## config.mk

```make
export PLATFORM = sky130hd
export DESIGN_NAME = c2d_mac
export DESIGN_NICKNAME = d
export VERILOG_FILES = /design/src/rtl/core/c2d_pkg.sv /design/src/rtl/core/c2d_mac.sv
export SDC_FILE = /design/constraint.sdc
export NUM_CORES = 2
export LEC_CHECK = 0
export BUFFER_PORTS_ARGS = -buffer_cell sky130_fd_sc_hd__buf_2
export CORE_ASPECT_RATIO = 1.5
export CORE_MARGIN = 3
export CORE_UTILIZATION = 70
export CTS_CLUSTER_DIAMETER = 200
export CTS_CLUSTER_SIZE = 14
export DETAILED_ROUTE_END_ITERATION = 16
export PLACE_DENSITY = 0.89
export SETUP_SLACK_MARGIN = 0.2
export SYNTH_ARGS = -nofsm -noshare
export SYNTH_HDL_FRONTEND = slang
export SYNTH_SLANG_ARGS = --single-unit
```

## constraint.sdc

```tcl
create_clock -name clk -period 4.9 [get_ports clk]
set_clock_uncertainty 0.15 [all_clocks]
set_input_delay 0.98 -clock clk [delete_from_list [all_inputs] [get_ports clk]]
set_output_delay 0.98 -clock clk [all_outputs]
set_load 0.005 [all_outputs]
```

## src/rtl/core/c2d_pkg.sv

```systemverilog
// ----------------------------------------------------------------------------
// c2d_pkg
// Shared widths, codes and types of the 7x7 convolution unit.
// ----------------------------------------------------------------------------
package c2d_pkg;

    localparam int MAX_WIDTH_DEF = 256;
    localparam int KERNEL_W      = 7;
    localparam int TAPS          = KERNEL_W * KERNEL_W;
    localparam int LINES         = KERNEL_W - 1;
    localparam int TAP_IDX_W     = $clog2(TAPS);

    localparam int COL_W   = 9;
    localparam int SIZE_W  = 8;
    localparam int PIX_W   = 16;
    localparam int COEF_W  = 16;
    localparam int SCALE_W = 16;
    localparam int CFG_W   = 16;
    localparam int CFG_IDX_W = 2;
    localparam int ACC_W   = 38;
    localparam int PROD_W  = ACC_W + COEF_W;
    localparam int RES_W   = 32;
    localparam int FRAC_SHIFT = 24;
    localparam int WIDE_W  = 64;

    localparam int IN_DATA_W  = 40;
    localparam int OUT_DATA_W = 32;

    localparam logic [RES_W-1:0] RES_MAX = {1'b0, {(RES_W-1){1'b1}}};
    localparam logic [RES_W-1:0] RES_MIN = {1'b1, {(RES_W-1){1'b0}}};

    localparam logic MODE_PIXEL = 1'b0;
    localparam logic MODE_COEF  = 1'b1;

    localparam logic [CFG_IDX_W-1:0] CFG_ROW_WIDTH   = 2'd0;
    localparam logic [CFG_IDX_W-1:0] CFG_OUTPUT_SIZE = 2'd1;
    localparam logic [CFG_IDX_W-1:0] CFG_SCALE       = 2'd2;

    localparam int SCALE_STEP = TAPS + 2;
    localparam int LAST_STEP  = TAPS + 3;
    localparam int STEP_W     = $clog2(LAST_STEP + 1);

    typedef struct packed {
        logic valid;
        logic first;
        logic scale;
    } mac_ctl_t;

    typedef struct packed {
        logic [RES_W-1:0] value;
        logic             sat;
    } mac_res_t;

endpackage

```

## src/rtl/core/c2d_mac.sv

```systemverilog
// ----------------------------------------------------------------------------
// c2d_mac
// Shared multiply-accumulate unit: taps accumulate, a scale step rounds and
// saturates the product of the sum and the scale.
// ----------------------------------------------------------------------------
module c2d_mac (
    input  logic                                 clk,
    input  logic                                 rst_n,
    input  c2d_pkg::mac_ctl_t                    ctl,
    input  logic signed [c2d_pkg::ACC_W-1:0]     op_a,
    input  logic signed [c2d_pkg::COEF_W-1:0]    op_b,
    output logic signed [c2d_pkg::ACC_W-1:0]     acc,
    output c2d_pkg::mac_res_t                    res
);

    localparam logic signed [c2d_pkg::PROD_W-1:0] RND_HALF =
        c2d_pkg::PROD_W'(64'd1 << (c2d_pkg::FRAC_SHIFT - 1));
    localparam logic signed [c2d_pkg::WIDE_W-1:0] WIDE_MAX =
        c2d_pkg::WIDE_W'(signed'(c2d_pkg::RES_MAX));
    localparam logic signed [c2d_pkg::WIDE_W-1:0] WIDE_MIN =
        {{(c2d_pkg::WIDE_W-c2d_pkg::RES_W){1'b1}}, c2d_pkg::RES_MIN};

    c2d_pkg::mac_ctl_t                    ctl1_reg;
    logic signed [c2d_pkg::PROD_W-1:0]    prod_reg;
    logic signed [c2d_pkg::ACC_W-1:0]     acc_reg;
    logic signed [c2d_pkg::ACC_W-1:0]     acc_next;
    c2d_pkg::mac_res_t                    res_reg;
    c2d_pkg::mac_res_t                    res_next;
    logic signed [c2d_pkg::PROD_W-1:0]    rnd;
    logic signed [c2d_pkg::PROD_W-1:0]    quo;
    logic signed [c2d_pkg::WIDE_W-1:0]    quo_wide;

    always_ff @(posedge clk or negedge rst_n)
    begin
        if (!rst_n)
        begin
            ctl1_reg <= '0;
        end
        else
        begin
            ctl1_reg <= ctl;
        end
    end

    always_ff @(posedge clk)
    begin
        prod_reg <= op_a * op_b;
        acc_reg  <= acc_next;
        res_reg  <= res_next;
    end

    always_comb
    begin
        rnd      = prod_reg + RND_HALF;
        quo      = rnd >>> c2d_pkg::FRAC_SHIFT;
        quo_wide = {{(c2d_pkg::WIDE_W-c2d_pkg::PROD_W){quo[c2d_pkg::PROD_W-1]}}, quo};
        acc_next = acc_reg;
        res_next = res_reg;
        if (ctl1_reg.valid && !ctl1_reg.scale)
        begin
            acc_next = (ctl1_reg.first ? '0 : acc_reg) + prod_reg[c2d_pkg::ACC_W-1:0];
        end
        if (ctl1_reg.valid && ctl1_reg.scale)
        begin
            if (quo_wide > WIDE_MAX)
            begin
                res_next.value = c2d_pkg::RES_MAX;
                res_next.sat   = 1'b1;
            end
            else if (quo_wide < WIDE_MIN)
            begin
                res_next.value = c2d_pkg::RES_MIN;
                res_next.sat   = 1'b1;
            end
            else
            begin
                res_next.value = quo_wide[c2d_pkg::RES_W-1:0];
                res_next.sat   = 1'b0;
            end
        end
    end

    assign acc = acc_reg;
    assign res = res_reg;

endmodule

```

==> results_dict.tcl, run 1 <==
set metrics [dict create \
    lastStage "global routing (5_1_grt)" \
    place_hpwl_um 68100 \
    yosysWarnings 0 \
    ys_ff_latch 127 \
    io_buffers 129 \
    gp_congestion 0.985 \
    ctsHoldBuffers 0 \
    syn_area_per_cell_um2 9.06 \
    die_x_um 167 \
    stop_error "[ERROR GRT-0232] Routing congestion too high. Check the congestion heatmap in the GUI." \
    cts_buffers 17 \
    synth_top_area_share_pct 42.1 \
    ys.flop_type "edfxtp_1" \
    crit_endpoint "prod_reg[50]$_DFF_P_/D" \
    root_buffer "clkbuf_16" \
    ys_seq_area_share_pct 12.0 \
    endpoint_type "sequential cell input" \
    grtUsageTotal_pct 80.8 \
    grt-ovfl-total 327 \
    rows 87 \
    grt_max_degree 39 \
    htree_levels 4 \
    clock_path_buffers 2 \
    syn_inst 2997 \
    cts_sinks 127 \
    syn_nets 3791 \
    dp_slack_ns -2.67 \
    async_flop_share_pct 2.36 \
    start_util_pct 71.5 \
    io_pins 130 \
    synth_edf_count 70 \
    die_h_um 247 \
    yosys-top-cells-area "fa_1 42%, inv_1 10%, edfxtp_1 7.7%, ha_1 7.6%, nand2_1 6.0%" \
    synth_area_leader_cell "fa_1" \
    synthDistinctLibCells 78 \
    outcome "aborted with a tool error" \
    netlist_area_um2 27200 \
]
==> metrics by stage <==
stage | area, µm² | hold WS, ns | std cells | util, %
floorplan | 28300 | 0.358 | 2997 | -
global placement | 31400 | 0.382 | 3835 | 82.6
detailed placement | 31400 | 0.400 | 3835 | 82.6
CTS | 33800 | 0.144 | 3945 | 89.1
==> cell families after synthesis <==
| group | share of synthesized area [%] |
|---|---|
| simple gates | 15.8 |
| buf+inv | 11.8 |
| fa+ha+maj | 49.7 |
| compound gates | 6.97 |
| flops | 12.0 |
| xor+xnor | 3.71 |
| mux | 0.0737 |
| other cells | 0.0138 |
==> layer usage <==
layer | GRT overflow | GRT usage, %
met5 | 0 | 26.6
met4 | 140 | 86.8
met3 | 4 | 69.7
met2 | 174 | 96.7
met1 | 9 | 76.0
==> cells in the mapped netlist (3+ instances only) <==
| master | number |
|---|---|
| nor2_1 | 80 |
| nand3_1 | 35 |
| and4_1 | 3 |
| o21bai_1 | 6 |
| edfxtp_1 | 70 |
| o211ai_1 | 5 |
| or2_2 | 3 |
| nor3_1 | 18 |
| clkbuf_1 | 117 |
| a21oi_1 | 87 |
| a211oi_1 | 6 |
| a31oi_1 | 11 |
| dfrtp_1 | 3 |
| nor2b_1 | 43 |
| clkbuf_2 | 3 |
| and3_1 | 12 |
| nand2b_1 | 24 |
| inv_1 | 725 |
| nand2_1 | 432 |
| a21boi_0 | 3 |
| ha_1 | 164 |
| o2111ai_1 | 3 |
| xnor2_1 | 90 |
| o21ai_1 | 14 |
| o31ai_1 | 5 |
| dfxtp_1 | 54 |
| nand4_1 | 11 |
| o21a_1 | 17 |
| fa_1 | 571 |
| and2_1 | 210 |
| a21boi_1 | 3 |
| nand4b_1 | 4 |
| a21o_1 | 50 |
| o21ai_0 | 32 |
| a211o_1 | 3 |
| xor2_1 | 25 |
==> what timing repair did <==
item                                    4_1_cts
resized for setup                           267
buffers inserted                             68
cloned                                       10
pin swaps                                   117
endpoints found under the setup margin       46
hold endpoints to repair                      0
==> inputs of run 2 (changes only) <==
Settings changed: CORE_ASPECT_RATIO 1.5 to unset, CORE_UTILIZATION 70 to 40, CTS_CLUSTER_DIAMETER 200 to unset, CTS_CLUSTER_SIZE 14 to unset, PLACE_DENSITY 0.89 to unset, PLACE_DENSITY_LB_ADDON set to 0.15, SETUP_SLACK_MARGIN 0.2 to unset.
==> run 2 against run 1 <==
The flow now finishes, with violations (negative setup slack). Synthesized cell count unchanged. Area after synthesis unchanged.
==> results_dict.tcl, run 2 <==
set metrics [dict create \
    drv_slew 0 \
    rows 94 \
    htree_levels 4 \
    cpMostUsedCell "fa_1" \
    root_buffer "clkbuf_16" \
    max-cap-violations 0 \
    holdWs_ns 0.157 \
    route.met2.wl_um 38500 \
    final_cell_mix "671 x inv_1, 526 x fa_1, 397 x nand2_1, 349 x buf_4, 186 x and2_1" \
    grt_pass1_wl_um 131000 \
    cp_slowest_cell "fa_1" \
    clock_latency_ns 0.45 \
    core_um2 66500 \
    setup_slack_ns -1.58 \
    synth_xor_area_share_pct 3.71 \
    io_pins 130 \
    grtUsageTotal_pct 23.8 \
    synth-compound-area-share_pct 6.97 \
    path_cells "buf_12 > buf_6 > buf_6 > and2_4 > fa_2 > fa_1 > fa_1 > fa_2 > fa_1 > inv_1 > fa_1 > inv_2 > ha_4 > and3_4 > nor2b_4 > a22oi_2 > nor2_1 > a211oi_2 > buf_4 > o211ai_4 > o21a_1 > o21a_1 > o311ai_1" \
    drive_gt1_share_pct 27.3 \
    fmax_ghz 0.154 \
    grt-ovfl-total 0 \
    tightest_slew_ns 1.12 \
    syn_area_per_cell_um2 9.06 \
    ys_ff_latch 127 \
    die_h_um 267 \
    period_needed_ns 6.48 \
    io_buffers 129 \
    start_util_pct 40.9 \
    wl_met1_um 38400 \
    syn_inst 2997 \
    netlist_area_um2 27200 \
    synth_area_leader_cell "fa_1" \
    yosys.area_share.simple_pct 15.8 \
    highest_layer "met4" \
    grt_max_degree 39 \
    wl_met3_um 4930 \
    syn_nets 3791 \
    dp_slack_ns -2.58 \
    critPathCaptureType "register" \
    clk_pin_slew_ns 0.07 \
    syn2layout_area_growth_pct 30.0 \
    setup_violations 45 \
    num_vias 21500 \
    grt_pass1_vias 23400 \
    period_share_pct 132 \
    crit_path_start_kind "input port" \
    synthDistinctLibCells 78 \
    yosys-top-cells-area "fa_1 42%, inv_1 10%, edfxtp_1 7.7%, ha_1 7.6%, nand2_1 6.0%" \
    final_common_cell "inv_1" \
    cp.arrival_ns 6.70 \
    r2r_slack_ns 0.92 \
    synthMuxAreaShare_pct 0.0737 \
    cts_tree "built" \
    die_area_um2 71000 \
    rsz0062_at_grt "true" \
    die_x_um 267 \
    relSlewSlack_pct 25.0 \
    wl_per_cell_um 19.1 \
    drtAntennaViolNets 0 \
    synth_fa_ha_area_share_pct 49.7 \
    outcome "finished, violations left" \
    worstHoldPathType "input port to async pin" \
    synth_top_family_by_area "adder cells" \
    yosysMostFrequentCell "inv_1" \
    synth_top_area_share_pct 42.1 \
    fin_util_pct 53.1 \
    wirelength_um 83000 \
    place_hpwl_um 68500 \
    cpPeakStageDelay_ns 0.62 \
    cts_buffers 17 \
    viasPerCell 4.95 \
    worstPathMaxFanout 10 \
    cts_sinks 127 \
    drc_errors 0 \
    dr.pass1.iters 6 \
    cp.required_ns 5.11 \
    clock_path_buffers 2 \
    gp_congestion 0.910 \
    ys_seq_area_share_pct 12.0 \
    violations "negative setup slack" \
    async_flop_share_pct 2.36 \
    ctsHoldBuffers 0 \
    hold_viol_final 0 \
    synthTopCellsByCount "725 x inv_1, 571 x fa_1, 432 x nand2_1" \
    nets 4264 \
    antenna_found_initial 1 \
    largest_register_ffs 54 \
    ys.flop_type "edfxtp_1" \
    path_class "input port to register" \
    yosysWarnings 0 \
    drtIter0Drc 1390 \
    synth_edf_count 70 \
]
-- run 2: kinds of logic (layout without fill, tap and decap cells) --
family | Yosys count | in the layout
simple gates | 892 | 892
buf+inv | 848 | 1334
fa+ha+maj | 735 | 735
compound gates | 277 | 277
flops | 127 | 127
xor+xnor | 115 | 115
mux | 2 | 2
other cells | 1 | 2
-- run 2: metal layers --
| metal | global-route usage (%) | vias up |
|---|---|---|
| met3 | 3.85 | 56 |
| met4 | 4.65 | 0 |
| met2 | 38.5 | 553 |
| li1 | - | 9866 |
| met5 | 0 | - |
| met1 | 34.2 | 11100 |
-- run 2: stage by stage --
| step | area [µm²] | setup TNS (ns) | std cells |
|---|---|---|---|
| CTS | 34300 | -49.53 | 4301 |
| finish | 35300 | -52.25 | 4348 |
| global placement | 32000 | -88.78 | 4228 |
| floorplan | 28200 | -49.92 | 2997 |
| global route | 35300 | -58.35 | 4348 |
| detailed placement | 32000 | -90.55 | 4228 |
-- run 2: final cells by class --
class	instances	area, µm²
fillers	6019	31100
multi-input cells	2022	22300
repair buffers	577	5270
flip-flops and latches	127	3260
inverters	725	2730
well taps	864	1080
clock buffers	19	433
clock inverters	13	190
diodes	1	2.50
-- run 2: worst max-delay path, delay by kind of cell --
| kind | cells | cell delay, ns |
|---|---|---|
| adder cells (fa/ha/maj) | 7 | 3.31 |
| AND/OR/NAND/NOR | 4 | 0.54 |
| buffers and inverters | 6 | 0.68 |
| AO/OA/AOI/OAI | 6 | 1.19 |
-- run 2: timing repair --
item	in CTS	in global routing
setup buffers	38	46
setup endpoints to repair	46	45
pin swaps	123	117
resized for setup	295	166
cloned	5	5
-- run 2: final timing paths --
path / from / to / cells after the start
max: op_a[14] / prod_reg[48]$_DFF_P_ / 23
max reg2reg: ctl1_reg[1]$_DFF_PN0_ / acc[36]$_DFFE_PP_ / 12
min: rst_n / ctl1_reg[2]$_DFF_PN0_ / 1
min reg2reg: prod_reg[0]$_DFF_P_ / acc[0]$_DFFE_PP_ / 1
max in group asynchronous: rst_n / ctl1_reg[0]$_DFF_PN0_ / 1
min in group clk: prod_reg[0]$_DFF_P_ / acc[0]$_DFFE_PP_ / 1
Power of run 2 is left out: the tool's default activity adds up to more than one toggle a clock period on the data nets, which glitch-free logic cannot reach.
